## src/sv/sle_pkg.sv

```systemverilog
// ----------------------------------------------------------------------------
// sle_pkg: shared types and constants for the sorted list engine
// Request and result payloads, status and request codes, memory access
// bundle and the sequencer state encoding.
// ----------------------------------------------------------------------------
`default_nettype none

package sle_pkg;

    // List sizing
    localparam int CAPACITY    = 16;
    localparam int MAX_RESULTS = 16;
    localparam int IDX_W       = (CAPACITY > 1) ? $clog2(CAPACITY) : 1;
    localparam int CNT_W       = $clog2(CAPACITY + 1);
    localparam int CMP_W       = (CNT_W > 5) ? CNT_W : 5;
    localparam int DATA_W      = 32;

    typedef enum logic [1:0] {
        REQ_INSERT  = 2'd0,
        REQ_DEL_VAL = 2'd1,
        REQ_DEL_POS = 2'd2,
        REQ_DUMP    = 2'd3
    } t_req;

    typedef enum logic [1:0] {
        STS_OK        = 2'd0,
        STS_NOT_FOUND = 2'd1,
        STS_EMPTY     = 2'd2,
        STS_FULL      = 2'd3
    } t_status;

    typedef enum logic [2:0] {
        ST_IDLE,
        ST_INS_WALK,
        ST_INS_LAST,
        ST_DEL_WALK,
        ST_DUMP,
        ST_FINISH
    } t_state;

    // Request payload
    typedef struct packed {
        t_req                      req_type;
        logic signed [DATA_W-1:0]  value;
        logic [4:0]                position;
    } t_in;

    // Result payload
    typedef struct packed {
        t_status                   status;
        logic [4:0]                entry_count;
        logic signed [DATA_W-1:0]  entry_value;
        logic                      last;
    } t_out;

    // Result handed from the sequencer to the output register
    typedef struct packed {
        logic valid;
        t_out data;
    } t_emit;

    // One read port and one write port on the list storage
    typedef struct packed {
        logic                      re;
        logic [IDX_W-1:0]          raddr;
        logic                      we;
        logic [IDX_W-1:0]          waddr;
        logic signed [DATA_W-1:0]  wdata;
    } t_mem_req;

    // Entry count as it appears on the result (low five bits)
    function automatic logic [4:0] cnt_to_out(input logic [CNT_W-1:0] cnt);
        return 5'(cnt);
    endfunction

endpackage

`default_nettype wire

```

## src/sv/sle_mem.sv

```systemverilog
// ----------------------------------------------------------------------------
// sle_mem: list storage
// Single write port, single read port, read data registered.
// Read data holds while no read is issued.
// ----------------------------------------------------------------------------
`default_nettype none

module sle_mem (
    input  wire logic                              i_clk,
    input  wire sle_pkg::t_mem_req                 i_req,
    output logic signed [sle_pkg::DATA_W-1:0]      o_rdata
);

    logic signed [sle_pkg::DATA_W-1:0] mem [sle_pkg::CAPACITY];

    // write port
    always_ff @(posedge i_clk) begin
        if (i_req.we) begin
            mem[i_req.waddr] <= i_req.wdata;
        end
    end

    // registered read port
    always_ff @(posedge i_clk) begin
        if (i_req.re) begin
            o_rdata <= mem[i_req.raddr];
        end
    end

endmodule

`default_nettype wire

```

## src/sv/sle_seq.sv

```systemverilog
// ----------------------------------------------------------------------------
// sle_seq: request sequencer
// Walks the list storage one entry a cycle (a dump waits while results are not taken): shifts up for insert, shifts
// down behind the removed entry for deletes, streams entries for dump.
// ----------------------------------------------------------------------------
`default_nettype none

module sle_seq (
    input  wire logic                              i_clk,
    input  wire logic                              i_rst_n,
    input  wire logic                              i_in_valid,
    input  wire sle_pkg::t_in                      i_in,
    output logic                                   o_in_ready,
    input  wire logic                              i_can_load,
    input  wire logic signed [sle_pkg::DATA_W-1:0] i_rdata,
    output sle_pkg::t_mem_req                      o_mem,
    output sle_pkg::t_emit                         o_emit
);

    sle_pkg::t_state                    r_state, n_state;
    logic [sle_pkg::CNT_W-1:0]          r_cnt, n_cnt;
    logic [sle_pkg::IDX_W-1:0]          r_idx, n_idx;
    logic [sle_pkg::IDX_W-1:0]          r_lim, n_lim;   // delete target or dump end
    logic signed [sle_pkg::DATA_W-1:0]  r_val, n_val;
    sle_pkg::t_req                      r_req, n_req;
    logic                               r_found, n_found;
    sle_pkg::t_status                   r_status, n_status;

    logic                               hit;
    logic                               walk_end;

    // state and control registers
    always_ff @(posedge i_clk) begin
        if (!i_rst_n) begin
            r_state <= sle_pkg::ST_IDLE;
            r_cnt   <= '0;
            r_found <= 1'b0;
        end else begin
            r_state <= n_state;
            r_cnt   <= n_cnt;
            r_found <= n_found;
        end
    end

    // request context
    always_ff @(posedge i_clk) begin
        r_idx    <= n_idx;
        r_lim    <= n_lim;
        r_val    <= n_val;
        r_req    <= n_req;
        r_status <= n_status;
    end

    // next state, memory accesses and results
    always_comb begin
        n_state    = r_state;
        n_cnt      = r_cnt;
        n_idx      = r_idx;
        n_lim      = r_lim;
        n_val      = r_val;
        n_req      = r_req;
        n_found    = r_found;
        n_status   = r_status;
        o_mem      = '0;
        o_emit     = '0;
        o_in_ready = (r_state == sle_pkg::ST_IDLE);
        hit        = 1'b0;
        walk_end   = 1'b0;

        unique case (r_state)
            sle_pkg::ST_IDLE: begin
                if (i_in_valid) begin
                    n_val    = i_in.value;
                    n_req    = i_in.req_type;
                    n_status = sle_pkg::STS_OK;
                    n_found  = 1'b0;
                    unique case (i_in.req_type)
                        sle_pkg::REQ_INSERT: begin
                            if (r_cnt == sle_pkg::CNT_W'(sle_pkg::CAPACITY)) begin
                                n_status = sle_pkg::STS_FULL;
                                n_state  = sle_pkg::ST_FINISH;
                            end else if (r_cnt == '0) begin
                                n_state = sle_pkg::ST_INS_LAST;
                            end else begin
                                // walk down from the top entry
                                o_mem.re    = 1'b1;
                                o_mem.raddr = sle_pkg::IDX_W'(r_cnt - 1'b1);
                                n_idx       = sle_pkg::IDX_W'(r_cnt - 1'b1);
                                n_state     = sle_pkg::ST_INS_WALK;
                            end
                        end
                        sle_pkg::REQ_DEL_VAL: begin
                            if (r_cnt == '0) begin
                                n_status = sle_pkg::STS_EMPTY;
                                n_state  = sle_pkg::ST_FINISH;
                            end else begin
                                o_mem.re = 1'b1;
                                n_idx    = '0;
                                n_state  = sle_pkg::ST_DEL_WALK;
                            end
                        end
                        sle_pkg::REQ_DEL_POS: begin
                            if (r_cnt == '0) begin
                                n_status = sle_pkg::STS_EMPTY;
                                n_state  = sle_pkg::ST_FINISH;
                            end else if (i_in.position == '0 ||
                                         sle_pkg::CMP_W'(i_in.position) >
                                         sle_pkg::CMP_W'(r_cnt)) begin
                                n_status = sle_pkg::STS_NOT_FOUND;
                                n_state  = sle_pkg::ST_FINISH;
                            end else begin
                                o_mem.re = 1'b1;
                                n_idx    = '0;
                                n_lim    = sle_pkg::IDX_W'(i_in.position - 5'd1);
                                n_state  = sle_pkg::ST_DEL_WALK;
                            end
                        end
                        sle_pkg::REQ_DUMP: begin
                            if (r_cnt == '0) begin
                                n_status = sle_pkg::STS_EMPTY;
                                n_state  = sle_pkg::ST_FINISH;
                            end else begin
                                // dump length is capped at the result limit
                                if (sle_pkg::CMP_W'(r_cnt) >
                                    sle_pkg::CMP_W'(sle_pkg::MAX_RESULTS)) begin
                                    n_lim = sle_pkg::IDX_W'(sle_pkg::MAX_RESULTS - 1);
                                end else begin
                                    n_lim = sle_pkg::IDX_W'(r_cnt - 1'b1);
                                end
                                o_mem.re = 1'b1;
                                n_idx    = '0;
                                n_state  = sle_pkg::ST_DUMP;
                            end
                        end
                    endcase
                end
            end

            // entries above the new value move up one slot
            sle_pkg::ST_INS_WALK: begin
                o_mem.we    = 1'b1;
                o_mem.waddr = r_idx + 1'b1;
                if (i_rdata > r_val) begin
                    o_mem.wdata = i_rdata;
                    if (r_idx == '0) begin
                        n_state = sle_pkg::ST_INS_LAST;
                    end else begin
                        o_mem.re    = 1'b1;
                        o_mem.raddr = r_idx - 1'b1;
                        n_idx       = r_idx - 1'b1;
                    end
                end else begin
                    o_mem.wdata = r_val;
                    n_cnt       = r_cnt + 1'b1;
                    n_state     = sle_pkg::ST_FINISH;
                end
            end

            // new value goes to the bottom slot
            sle_pkg::ST_INS_LAST: begin
                o_mem.we    = 1'b1;
                o_mem.waddr = '0;
                o_mem.wdata = r_val;
                n_cnt       = r_cnt + 1'b1;
                n_state     = sle_pkg::ST_FINISH;
            end

            // find the victim, then copy each later entry one slot down
            sle_pkg::ST_DEL_WALK: begin
                if (r_req == sle_pkg::REQ_DEL_VAL) begin
                    hit = !r_found && (i_rdata == r_val);
                end else begin
                    hit = !r_found && (r_idx == r_lim);
                end
                if (r_found) begin
                    o_mem.we    = 1'b1;
                    o_mem.waddr = r_idx - 1'b1;
                    o_mem.wdata = i_rdata;
                end
                n_found  = r_found || hit;
                walk_end = (sle_pkg::CNT_W'(r_idx) == r_cnt - 1'b1);
                if (walk_end) begin
                    if (n_found) begin
                        n_cnt    = r_cnt - 1'b1;
                        n_status = sle_pkg::STS_OK;
                    end else begin
                        n_status = sle_pkg::STS_NOT_FOUND;
                    end
                    n_state = sle_pkg::ST_FINISH;
                end else begin
                    o_mem.re    = 1'b1;
                    o_mem.raddr = r_idx + 1'b1;
                    n_idx       = r_idx + 1'b1;
                end
            end

            // one entry per result; read data holds while stalled
            sle_pkg::ST_DUMP: begin
                if (i_can_load) begin
                    o_emit.valid             = 1'b1;
                    o_emit.data.status       = sle_pkg::STS_OK;
                    o_emit.data.entry_count  = sle_pkg::cnt_to_out(r_cnt);
                    o_emit.data.entry_value  = i_rdata;
                    o_emit.data.last         = (r_idx == r_lim);
                    if (r_idx == r_lim) begin
                        n_state = sle_pkg::ST_IDLE;
                    end else begin
                        o_mem.re    = 1'b1;
                        o_mem.raddr = r_idx + 1'b1;
                        n_idx       = r_idx + 1'b1;
                    end
                end
            end

            // single status result
            sle_pkg::ST_FINISH: begin
                if (i_can_load) begin
                    o_emit.valid             = 1'b1;
                    o_emit.data.status       = r_status;
                    o_emit.data.entry_count  = sle_pkg::cnt_to_out(r_cnt);
                    o_emit.data.entry_value  = '0;
                    o_emit.data.last         = 1'b1;
                    n_state                  = sle_pkg::ST_IDLE;
                end
            end

            default: begin
                n_state = sle_pkg::ST_IDLE;
            end
        endcase
    end

endmodule

`default_nettype wire

```

## src/sv/sorted_list_engine_unit.sv

```systemverilog
// Insert: each entry above the new value moves up one slot, then the new value is written and the result given.
// Delete by value or position: walks every entry in the list, then gives the result.
// Full, empty or bad-position requests: go straight to the finish state for their result.
// Dump: streams entries from the bottom slot up, one entry per cycle if taken.
// One request at a time; the next is taken the cycle after the last result enters the output register.
// Reset clears the entry count and the output valid flag; list storage is not cleared.
// ----------------------------------------------------------------------------
// sorted_list_engine_unit: bounded ascending list of signed words
// Sequencer over a one-port-read, one-port-write list RAM, with an output
// register that lets a finished result wait while the next request enters.
// ----------------------------------------------------------------------------
`default_nettype none

module sorted_list_engine_unit (
    input  wire logic           i_clk,
    input  wire logic           i_rst_n,
    input  wire logic           i_in_valid,
    output logic                o_in_ready,
    input  wire sle_pkg::t_in   i_in_data,
    output logic                o_out_valid,
    input  wire logic           i_out_ready,
    output sle_pkg::t_out       o_out_data
);

    sle_pkg::t_mem_req                  mem_req;
    logic signed [sle_pkg::DATA_W-1:0]  mem_rdata;
    sle_pkg::t_emit                     emit;
    logic                               can_load;

    logic                               r_out_valid;
    sle_pkg::t_out                      r_out_data;

    // list storage
    sle_mem u_mem (
        .i_clk   (i_clk),
        .i_req   (mem_req),
        .o_rdata (mem_rdata)
    );

    // request sequencer
    sle_seq u_seq (
        .i_clk      (i_clk),
        .i_rst_n    (i_rst_n),
        .i_in_valid (i_in_valid),
        .i_in       (i_in_data),
        .o_in_ready (o_in_ready),
        .i_can_load (can_load),
        .i_rdata    (mem_rdata),
        .o_mem      (mem_req),
        .o_emit     (emit)
    );

    // output register
    assign can_load = !r_out_valid || i_out_ready;

    always_ff @(posedge i_clk) begin
        if (!i_rst_n) begin
            r_out_valid <= 1'b0;
        end else if (can_load) begin
            r_out_valid <= emit.valid;
        end
    end

    always_ff @(posedge i_clk) begin
        if (can_load && emit.valid) begin
            r_out_data <= emit.data;
        end
    end

    assign o_out_valid = r_out_valid;
    assign o_out_data  = r_out_data;

`ifndef SYNTH
    // sequencer only hands over a result when the output register can take it
    a_emit_has_room: assert property (@(posedge i_clk) disable iff (!i_rst_n)
        emit.valid |-> can_load)
        else $error("result emitted with output register full");

    // an accepted request always takes the sequencer out of idle
    a_busy_after_accept: assert property (@(posedge i_clk) disable iff (!i_rst_n)
        (i_in_valid && o_in_ready) |=> !o_in_ready)
        else $error("sequencer still idle after accepting a request");

    // no result while idle
    a_no_emit_idle: assert property (@(posedge i_clk) disable iff (!i_rst_n)
        o_in_ready |-> !emit.valid)
        else $error("result emitted while idle");

    // storage writes stay inside the list
    a_waddr_range: assert property (@(posedge i_clk) disable iff (!i_rst_n)
        mem_req.we |-> (32'(mem_req.waddr) < 32'(sle_pkg::CAPACITY)))
        else $error("write beyond list capacity");
`endif

endmodule

`default_nettype wire
```

## config.mk

```make
export PLATFORM = sky130hd
export DESIGN_NAME = sorted_list_engine_unit
export DESIGN_NICKNAME = d
export VERILOG_FILES = /design/src/sv/sle_pkg.sv /design/src/sv/sle_mem.sv /design/src/sv/sle_seq.sv /design/src/sv/sorted_list_engine_unit.sv
export SDC_FILE = /design/constraint.sdc
export NUM_CORES = 1
export LEC_CHECK = 0
export BUFFER_PORTS_ARGS = -buffer_cell sky130_fd_sc_hd__buf_4
export CORE_MARGIN = 5
export CORE_UTILIZATION = 45
export DETAILED_ROUTE_END_ITERATION = 10
export PLACE_DENSITY_LB_ADDON = 0.08
export SLEW_MARGIN = 30
export SYNTH_ARGS = -nofsm -noshare
export SYNTH_HDL_FRONTEND = slang
export SYNTH_SLANG_ARGS = --single-unit
```

## constraint.sdc

```tcl
create_clock -name i_clk -period 7.7 [get_ports i_clk]
set_clock_uncertainty 0.2 [all_clocks]
set_input_delay 0.77 -clock i_clk [delete_from_list [all_inputs] [get_ports i_clk]]
set_output_delay 0.77 -clock i_clk [all_outputs]
set_load 0.02 [all_outputs]
```

* Word-level counts from Yosys, hierarchy flattened *
Memory sizes are Yosys's and may differ from the RTL's. A register that Yosys moved wholly into a read port is not among the register bits.
Index checks and enable logic that the tools add are counted.
W data, S select, Z words.

storage, ports and cells
  register bits after elaboration = 94
  bits in writable memories = 512
  input bits = 43
  output and inout bits = 42
  logic and storage cells = 152
  memories = 1

memory list
  memory     words  width  read ports  clocked after Yosys merged registers in  write ports  line           text
  u_mem.mem  16     32     1           1                                        1            sle_mem.sv:14  logic signed [sle_pkg::DATA_W-1:0] mem [sle_pkg::CAPACITY];

operators by class
  add/subtract/negate cells = 5
  magnitude comparators = 3
  equality and inequality tests = 33
  muxes and demuxes = 72
  reduce and logical (&&, ||, !) cells = 25

operators by type and width
  operator              number
  $pmux W37 S3          1
  $mux W41              2
  $pmux W41 S2          1
  $mux W4               16
  $mux W5               11
  $mux W37              1
  $mux W3               11
  $eq A32 B32 Y1        1
  $gt A32 B32 Y1        1
  $mux W32              1
  $ne A2 B2 Y1 const B  10
  $pmux W5 S4           1
  $ne A3 B3 Y1 const B  6
  $pmux W3 S6           1
  $pmux W4 S4           1
  $pmux W5 S3           1
  $mux W2               6
  $pmux W3 S4           1
  $pmux W4 S3           1
  $reduce_and A12 Y1    1
  $reduce_and A6 Y1     2
  $mux W1               11
  $logic_not A5 Y1      2
  $ne A2 B1 Y1 const B  4
  32 further kinds      44

* Depth between registers and ports, before layout *
Gate-level depths: netlist of run 1.

  depth after elaboration = 8
  depth in mapped cells = 15
  mapped depth without buffers = 11

* Cells and area by module *
From an unflattened synthesis of run 1, not the netlist that was laid out.

unflattened totals
  cell total of the unflattened synthesis = 1408
  area, all modules = 26078.8 um2

modules (own cells, without submodules)
  module                   times used  cells an instance  area each (um2)  seq. area each (um2)
  sle_mem                  1           838                20155.6          16335.7
  sle_seq                  1           525                4664.5           1501.4
  sorted_list_engine_unit  1           45                 1258.7           1221.2

* Least setup slack after synthesis of run 1 *
OpenSTA, ideal clock, no wires.

  path kind = input to register
  start point = input i_in_data[1] (netlist name)
  end point = register u_mem.o_rdata[0] (netlist name), read port of u_mem.mem (enable)
  library setup time = 431 ps
  data arrival time = 3793 ps
  data required time = 7069 ps
  slack = 3276 ps
  stages on the path = 9
  buffers on the path = 0
  cell sequence = ha_1 nor2b_1 o21a_1 o21a_1 o21ai_0 a22oi_1 o21ai_0 o21ai_0 o211ai_1

RTL lines
  element      line                           text
  from (decl)  sorted_list_engine_unit.sv:19  input wire sle_pkg::t_in i_in_data,
  to (decl)    sle_mem.sv:11                  output logic signed [sle_pkg::DATA_W-1:0] o_rdata

* Worst setup path in the final report of run 1 *
  start point = register u_mem.o_rdata[31] (netlist name), read port of u_mem.mem
  end point = register u_mem.o_rdata[19] (netlist name), read port of u_mem.mem (data pin)

on the way
  word-level cells in the longest chain between the ends = 3

RTL lines
  element         line            text
  $gt A32 B32 Y1  sle_seq.sv:143  if (i_rdata > r_val) begin
  $mux W5         sle_seq.sv:143
  $pmux W5 S4     sle_seq.sv:70   unique case (r_state)

Every way passes these cells.
A chain may end at the register's enable or synchronous reset.

==> metrics.txt, run 1 <==
outcome completed; worst reg2reg path startpoint u_mem.o_rdata[31]; area of the core 64,300 µm²; layout cells sized above 1 roughly 15%; Post-Syn Area 29,200 µm²; final design utilization about 51%; CTS buffer count 70; reg2reg path depth 13; largest net degree at the start of global routing 131; Mean Syn Cell Area between 10 and 15 µm²; Worst Tran Pin Value 1.07 ns; detailed-route DRC error count 0; Slew Limit Fails 0; Post-CTS Setup Inserts 0; Yosys reg bits 638; CP Max Fanout 53; DP HPWL 46,200 µm; setup TNS 0 ns; top-area cell type share of the netlist area 64.7%; kind of cell adding the most delay to the critical path simple AND/OR/NAND/NOR gates; Synth area leaders edfxtp_1, nand2_1, a22o_1, a21oi_1, o2111ai_1; Filler cells ~5,400; relative slew slack 28.7%; crit-path cells ha_1 -> nand4_2 -> nor4_4 -> a21oi_2 -> and4b_4 -> nand3_4 -> buf_4 -> a21o_4 -> buf_16 -> buf_4 -> o2111ai_1 -> o211ai_1 -> nand4_1; Die Span X 265 µm; count of unique library cells instantiated by Yosys 74; Final Hold Vio Count 0; crit path capture u_mem.o_rdata[19]; fmax 198 MHz; placed inst area roughly 30,000 µm²; port buffer count 84; Die Y around 260 µm; EDFF count, synth 628; first-pass GRT wire length 130,000 µm; post_cts resized 0; Pleak 11.8 nW; slack of the critical path approximately 2.6 ns; Critical R2R Capture u_mem.o_rdata[19]; syn_nets between 2,000 and 2,500; startpoint types flip-flop; Initial Util 45.3%; Rows 93; Via density around 6.2; Die Area around 70,000 µm²; RSZ-0062 raised after global routing no; Register Area 19,100 µm²; Routed WL per cell ~28 µm; Finished Cell Area 32,900 µm²; DR vias 19,814; H-tree levels 3; CP required 7.85 ns; Most common cell on crit path buf_4; maximum vdd drop 367 µV; crit share post-route 65.6%; Worst Hold Class in -> reg; GRT Util Overall 24.6%; CP Capture Type flip-flop; GP Congestion just over 0.8; Max-cap violations 0; setup slack at placement 2.53 ns; critical path class reg -> reg; antenna violations before repair 0; Starting DRT DRC Count 2,018; Worst Path Arrival 5.20 ns; I/O Pins 85; slowest CP cell buf_4; worst skew pair latency 0.62 ns; CP startpoint u_mem.o_rdata[31]; Setup-failing EPs final 0; global route total overflow 0; hold path startpoint i_in_data[7]; register area share after synthesis about two thirds; top_reg_cell synth edfxtp_1; CTS tree done; Pre-Repair DR Iteration Count 5; CTS Root Cell clkbuf_16; top cell type by total area after synthesis edfxtp_1; Post-synth ARST share 0%; Final #Nets 2,360; Worst-path clk slew 0.06 ns; Synthesis Warnings 0; antenna-violating nets left 0; Routed WL ~90,000 µm; vias in the first global route 19,383; Syn-to-layout area delta 12.9%; # hold bufs at CTS 0; stages on the worst setup path 13; reg-to-reg slack, setup 2.65 ns; Multi-input gate area around 9100 µm²; Sink Count 638; Final min period 5.05 ns; WP buf/inv 3; clock tree buffer depth 3; pwr dens 443 nW/µm²; synthesized instance count around 2,200; crit-path max cell delay 0.59 ns
==> how the worst min path moves through the flow <==
stage | endpoint | cells after the start | slack [ns]
CTS | u_seq.r_val[8] | 1 | 0.09
finish | u_seq.r_val[2] | 1 | 0.13
floorplan | o_out_data[38] | 1 | 0.33
global placement | o_out_data[38] | 1 | 0.34
global route | u_seq.r_val[9] | 1 | 0.1
detailed placement | o_out_data[38] | 1 | 0.35
==> final cells by class <==
class,count,area share [%]
diodes,1,0.00760
clock buffers,91,5.88
repair buffers,132,3.13
clock inverters,39,1.09
flip-flops and latches,638,57.9
inverters,110,1.25
multi-input cells,1320,27.5
well taps,855,3.25
==> power by group <==
group | internal [W] | leakage, nW | switching [W] | total (W)
sequential | 0.00493 | 5.90 | 0.000316 | 0.00524
clock | 0.00198 | 1.11 | 0.00140 | 0.00338
combinational | 0.00179 | 4.74 | 0.00417 | 0.00596
==> through the flow <==
step	std cells	total power, W	hold slack [ns]
floorplan	2243	0.00916	0.328
global placement	3054	0.0111	0.344
detailed placement	3054	0.0112	0.349
CTS	3184	0.0146	0.0945
global route	3185	0.0152	0.0986
finish	3186	0.0146	0.128
==> cell usage in the layout, fill, tap and decap left out, types with 31 or more instances in the layout <==
master | synthesis | final
edfxtp_1 | 628 | 628
nand2_1 | 234 | 233
a21oi_1 | 154 | 153
buf_4 | 10 | 128
inv_1 | 109 | 109
a22o_1 | 95 | 95
nand3_1 | 76 | 76
and2_1 | 75 | 75
clkbuf_16 | 0 | 75
o211ai_1 | 72 | 72
and3_1 | 69 | 69
o2111ai_1 | 65 | 65
a211o_1 | 63 | 63
nand4_1 | 45 | 45
ha_1 | 45 | 45
a21o_1 | 37 | 36
nor4_1 | 35 | 35
mux2_2 | 32 | 32
nor4_2 | 31 | 31
==> routing by layer <==
layer | up-vias | share of wire, % | track usage [%]
met4 | 0 | 2.3 | 6.06
met3 | 154 | 7.5 | 4.20
met2 | 840 | 47 | 39.4
li1 | 8683 | - | -
met5 | - | 0 | 0
met1 | 10137 | 44 | 35.4
==> synthesized netlist by cell type (35+ instances only) <==
cell and number:
nor4_1 35, ha_1 45, nand4_1 45, clkbuf_1 82, buf_2 69, nand2_1 234, o211ai_1 72, a22o_1 95
a21o_1 37, nand3_1 76, o2111ai_1 65, edfxtp_1 628, and2_1 75, nor2_1 47, and3_1 69, a211o_1 63
a21oi_1 154, inv_1 109
==> sequential cells by signal (all words and copies together) (netlist names), 3 cells and up <==
register       flops
o_out_data        40
u_seq.r_val       32
u_seq.r_state      3
u_seq.r_idx        4
u_mem.o_rdata     32
u_seq.r_cnt        5
u_seq.r_lim        4
u_mem.mem        512
==> cell families (layout without fill, tap and decap cells) <==
group | count (synthesis) | count (layout) | synth area share, %
AND/OR/NAND/NOR | 659 | 659 | 12.3
flip-flops | 638 | 638 | 65.4
AO/OA/AOI/OAI | 558 | 558 | 14.0
buffers and inverters | 285 | 372 | 4.35
adder cells (fa/ha/maj) | 45 | 45 | 1.93
multiplexers | 35 | 35 | 1.34
XOR/XNOR | 23 | 23 | 0.738
other | 0 | 1 | 0
Power figures use the tool's default switching activity.
==> run 2, diff against run 1 <==
- clock period: 7.7 -> 4.5 ns (I/O delays scaled with it)
==> run 2 against run 1 <==
  * First-iteration DRC count is 6.2% higher
  * Sequential cell count is the same
  * Cell count rose by 2.7%
  * Power grew 77%
  * Utilization rose by 1.9 points
  * Non-clock buffer count increased by 98
  * Critical path type unchanged
  * Largest cell class unchanged
==> metrics.txt, run 2 (synthesis results as in run 1) <==
Worst Path Arrival 4.35 ns (-0.85 ns); global route total overflow 0 (unchanged); layout cells sized above 1 16.5% (+1.7 points); crit-path max cell delay 0.54 ns (-0.05 ns); CP required 4.64 ns (-3.21 ns); Die Y 265 µm (unchanged); Post-CTS Setup Inserts 0 (unchanged); port buffer count 84 (unchanged); Sink Count 638 (unchanged); setup TNS 0 ns (unchanged); clock tree buffer depth 3 (unchanged); Pleak 12.3 nW (+4.9%); Slew Limit Fails 0 (unchanged); CTS buffer count 70 (unchanged); total power draw 0.0258 W (+77%); Worst Hold Class in -> reg; largest net degree at the start of global routing 77 (-41%); Initial Util 45.3% (unchanged); Routed WL per cell 27.0 µm (-3.2%); H-tree levels 3 (unchanged); CTS tree done; crit-path cells ha_1 -> nand4_2 -> nor4_4 -> o2111ai_1 -> nand3_4 -> nand2_1 -> o21ai_4 -> buf_12 -> a22o_1; outcome completed; Die Span X 265 µm (unchanged); antenna-violating nets left 0 (unchanged); maximum vdd drop 466 µV (+27%); Starting DRT DRC Count 2,143 (+6.2%); worst reg2reg path startpoint u_mem.o_rdata[31]; Via density 6.15 (-1.1%); hold path startpoint i_out_ready; # diodes 0 (-1); GRT Util Overall 24.6% (about the same); startpoint types flip-flop; CP Capture Type flip-flop; worst skew pair latency 0.61 ns (about the same); Most flops, register u_mem.mem; pwr dens 756 nW/µm² (+71%); reg2reg path depth 9 (-4); vias in the first global route 19,491 (+0.56%); fmax 238 MHz (+20%); Filler cells 5,355 (-1.0%); most common cell after layout, fill and taps aside edfxtp_1; antenna violations before repair 1 (+1); commonest non-fill, non-tap cells in the layout edfxtp_1, nand2_1, buf_4; Max-cap violations 0 (unchanged); Worst-path clk slew 0.06 ns (about the same); first-pass GRT wire length 130,000 µm (+0.27%); relative slew slack 45.9% (+17 points); area of the core 64,300 µm² (unchanged); final design utilization 53.1% (+1.9 points); critical path class reg -> reg; RSZ-0062 raised after global routing no; Pre-Repair DR Iteration Count 5 (unchanged); CP Max Fanout 22 (-58%); # hold bufs at CTS 36 (+36); Hold Path Depth 3 (+2); Final #Nets 2,458 (+4.2%); max reg flops 512 (unchanged); Final Hold Vio Count 0 (unchanged); DR vias 20,130 (+1.6%); GP Congestion 0.827 (+1.1%); CP startpoint u_mem.o_rdata[31]; Worst Tran Pin Value 0.811 ns (-0.256 ns); Hold Slack 0.0314 ns (-0.0964 ns); detailed-route DRC error count 0 (unchanged); Rows 93 (unchanged); Routed WL 88,500 µm (-0.59%); Syn-to-layout area delta 17.1%; I/O Pins 85 (unchanged); post_cts resized 0 (unchanged); Final min period 4.21 ns (-0.844 ns); CTS Root Cell clkbuf_16; Die Area 70,000 µm² (unchanged); slowest CP cell o21ai_4; DP HPWL 47,200 µm (+2.4%); Setup-failing EPs final 0 (unchanged); crit share post-route 93.5% (+28 points)
[run 2: cell count changes in the layout (fill, tap and decap cells not counted), moves of 2 or more]
cell / before / now
buf_12: 1 / 37
clkinv_1: 14 / 11
buf_4: 128 / 157
clkinvlp_4: 5 / 3
clkinv_2: 12 / 5
buf_6: 2 / 0
dlygate4sd3_1: 0 / 36
[run 2: cell type report]
class / instances / area, µm² / share of cell area, %
flip-flops and latches: 638 / 19100 / 55.8
multi-input cells: 1320 / 9060 / 26.5
repair buffers: 230 / 2280 / 6.68
clock buffers: 92 / 1960 / 5.75
well taps: 855 / 1070 / 3.13
inverters: 110 / 413 / 1.21
clock inverters: 28 / 307 / 0.898
[run 2: path summary, 6_finish.rpt]
kind / to / slack [ns]
min: o_out_valid / 0.03
max: u_mem.mem[5][23] / 0.29
max reg2reg: u_mem.mem[5][23] / 0.29
min reg2reg: o_out_data[38] / 0.37
[run 2: metrics by stage]
stage | instances | instance area [µm²] | setup WS [ns]
floorplan | 2243 | 29200 | 0.338
global placement | 3117 | 31500 | 0.446
CTS | 3273 | 34100 | 0.308
finish | 3273 | 34100 | 0.291
detailed placement | 3117 | 31500 | 0.349
global route | 3273 | 34100 | 0.159
[run 2: critical path: cells and delay by family, from the launching register on]
kind / cells / cell delay, ns
AOI/OAI and AO/OA: 3 / 1.32
adders and majority gates: 1 / 0.46
buffers and inverters: 1 / 0.29
DFF: 1 / 0.42
and+or+nand+nor: 4 / 1.21
[run 2: routing by layer]
metal	GRT usage, %	part of all wire [%]
met1	36.0	43
met2	38.7	46
met3	4.09	7.9
met4	6.63	2.6
met5	0	0
[run 2: power breakdown]
| group | total, W | leakage [nW] | switching, W | internal (W) |
|---|---|---|---|---|
| Clock | 0.00575 | 1.10 | 0.00234 | 0.00341 |
| Combinational | 0.0112 | 5.34 | 0.00748 | 0.00376 |
| Sequential | 0.00884 | 5.90 | 0.000424 | 0.00841 |
==> run 3, diff against run 2 <==
- MAX_ROUTING_LAYER: default -> met4
==> run 3 against run 2 <==
  * Die area did not move
  * Sequential power barely moved
  * Fmax fell by 0.45%
  * Power barely moved
  * Critical path type unchanged
  * Utilization did not move
  * Sequential share of layout area did not move
  * Global-route usage rose by 0.75 points
  * Combinational power barely moved
  * Critical endpoint unchanged
  * Wire length barely moved
==> metrics.txt, run 3 (synthesis results as in run 1) <==
CTS tree done; CTS Root Cell clkbuf_16; DR vias 20,048 (-0.41%); largest net degree at the start of global routing 77 (unchanged); maximum vdd drop 462 µV (-0.79%); Sink Count 638 (unchanged); max reg flops 512 (unchanged); Hold Slack 0.0389 ns (+0.00749 ns); Die Area 70,000 µm² (unchanged); crit-path max cell delay 0.54 ns (about the same); slowest CP cell o21ai_4; relative slew slack 46.4% (+0.49 points); critical path class reg -> reg; crit share post-route 94.0% (+0.43 points); Placed Cells 3,117 (unchanged); antenna violations before repair 1 (unchanged); Filler cells 5,355 (unchanged); Die Y 265 µm (unchanged); antenna-violating nets left 0 (unchanged); Worst-path clk slew 0.06 ns (about the same); Setup-failing EPs final 0 (unchanged); layout cells sized above 1 16.5% (unchanged); DP HPWL 47,200 µm (unchanged); clock share of power 22.3% (about the same); CP Max Fanout 22 (unchanged); I/O Pins 85 (unchanged); setup slack at placement 0.349 ns (unchanged); outcome completed; port buffer count 84 (unchanged); GRT Util Overall 25.4% (+0.75 points); Die Span X 265 µm (unchanged); Final min period 4.23 ns (+0.0192 ns); Worst Hold Class in -> reg; Routed WL per cell 27.0 µm (about the same); clock tree buffer depth 3 (unchanged); Syn-to-layout area delta 17.1% (unchanged); CP Capture Type flip-flop; area of the core 64,300 µm² (unchanged); pwr dens 756 nW/µm² (about the same); Routed WL 88,500 µm (about the same); Seq pwr share 34.2% (about the same); most common cell after layout, fill and taps aside edfxtp_1; Final #Nets 2,458 (unchanged); global route total overflow 0 (unchanged); # diodes 0 (unchanged); Initial Util 45.3% (unchanged); CP required 4.64 ns (about the same); first-pass GRT wire length 130,000 µm (unchanged); Post-CTS Setup Inserts 0 (unchanged); RSZ-0062 raised after global routing no; Non-Filler Instances 3,273 (unchanged); slack of the critical path 0.272 ns (-0.0192 ns); setup TNS 0 ns (unchanged); Max-cap violations 0 (unchanged); H-tree levels 3 (unchanged); crit-path cells ha_1 -> nand4_2 -> nor4_4 -> o2111ai_1 -> nand3_4 -> nand2_1 -> o21ai_4 -> buf_12 -> a22o_1; Int Power 0.0156 W (about the same); startpoint types flip-flop; CTS buffer count 70 (unchanged); Starting DRT DRC Count 2,154 (+0.51%); fmax 237 MHz (-0.45%); Pre-Repair DR Iteration Count 6 (+1); placed inst area 31,500 µm² (unchanged); Most flops, register u_mem.mem; Worst Path Arrival 4.37 ns (+0.02 ns); Finished Cell Area 34,100 µm² (unchanged); commonest non-fill, non-tap cells in the layout edfxtp_1, nand2_1, buf_4; Slew Limit Fails 0 (unchanged); detailed-route DRC error count 0 (unchanged); vias in the first global route 19,463 (-0.14%); Rows 93 (unchanged); Net Sw Power 0.0102 W (about the same); Via density 6.13 (-0.41%); Logic pwr share 43.5% (about the same); switch share 39.7% (about the same); GP Congestion 0.840 (+1.5%); worst skew pair latency 0.61 ns (about the same); Worst Tran Pin Value 0.803 ns (-0.00737 ns); Pleak 12.3 nW (unchanged); Final Hold Vio Count 0 (unchanged)
run 3: cell counts in the layout (fill, tap and decap cells not counted):
No cell type changed its count.
run 3: path summary, 6_finish.rpt:
check,from,end,slack (ns),cells after the start
worst min register to register,u_seq.r_status[0],o_out_data[38],0.37,1
worst max register to register,u_mem.o_rdata[31],u_mem.mem[5][23],0.27,9
worst min-delay path,i_out_ready,o_out_valid,0.04,3
worst max-delay path,u_mem.o_rdata[31],u_mem.mem[5][23],0.27,9
run 3: timing repair:
item,CTS,global route
resized for setup,0,0
endpoints found under the hold margin,45,0
endpoints found under the setup margin,0,0
hold buffers,36,0
run 3: layout make-up:
| cell class | instances | area [µm²] | share of cell area [%] |
|---|---|---|---|
| clock buffers | 92 | 1960 | 5.75 |
| repair buffers | 230 | 2280 | 6.68 |
| flip-flops and latches | 638 | 19100 | 55.8 |
| inverters | 110 | 413 | 1.21 |
| well taps | 855 | 1070 | 3.13 |
| multi-input cells | 1320 | 9060 | 26.5 |
| clock inverters | 28 | 307 | 0.898 |
run 3: critical path: cells and delay by family, from the launching register on:
family,cells,cell delay [ns]
AO/OA/AOI/OAI,3,1.32
AND/OR/NAND/NOR,4,1.21
adder cells (fa/ha/maj),1,0.46
flip-flops,1,0.43
buffers and inverters,1,0.29
run 3: layer usage:
layer / GRT usage [%] / vias up / part of all wire (%)
met5: - / - / 0
li1: - / 8879 / -
met2: 38.6 / 758 / 46
met1: 36.0 / 10261 / 44
met3: 4.06 / 150 / 7.4
met4: 6.76 / 0 / 2.5
run 3: power groups by stage:
stage	sequential, W	clock (W)	combinational (W)
after detailed placement	0.00895	0	0.0111
after global routing	0.00890	0.00611	0.0120
after global placement	0.00893	0	0.0110
after floorplan	0.00888	0	0.00679
final	0.00884	0.00576	0.0112
after CTS	0.00883	0.00586	0.0112
run 3: through the flow:
step,util (%),power [W]
after floorplan,-,0.0157
final,53.1,0.0258
after global placement,49.0,0.0199
after detailed placement,49.0,0.0200
after global routing,53.1,0.0270
after CTS,53.1,0.0259
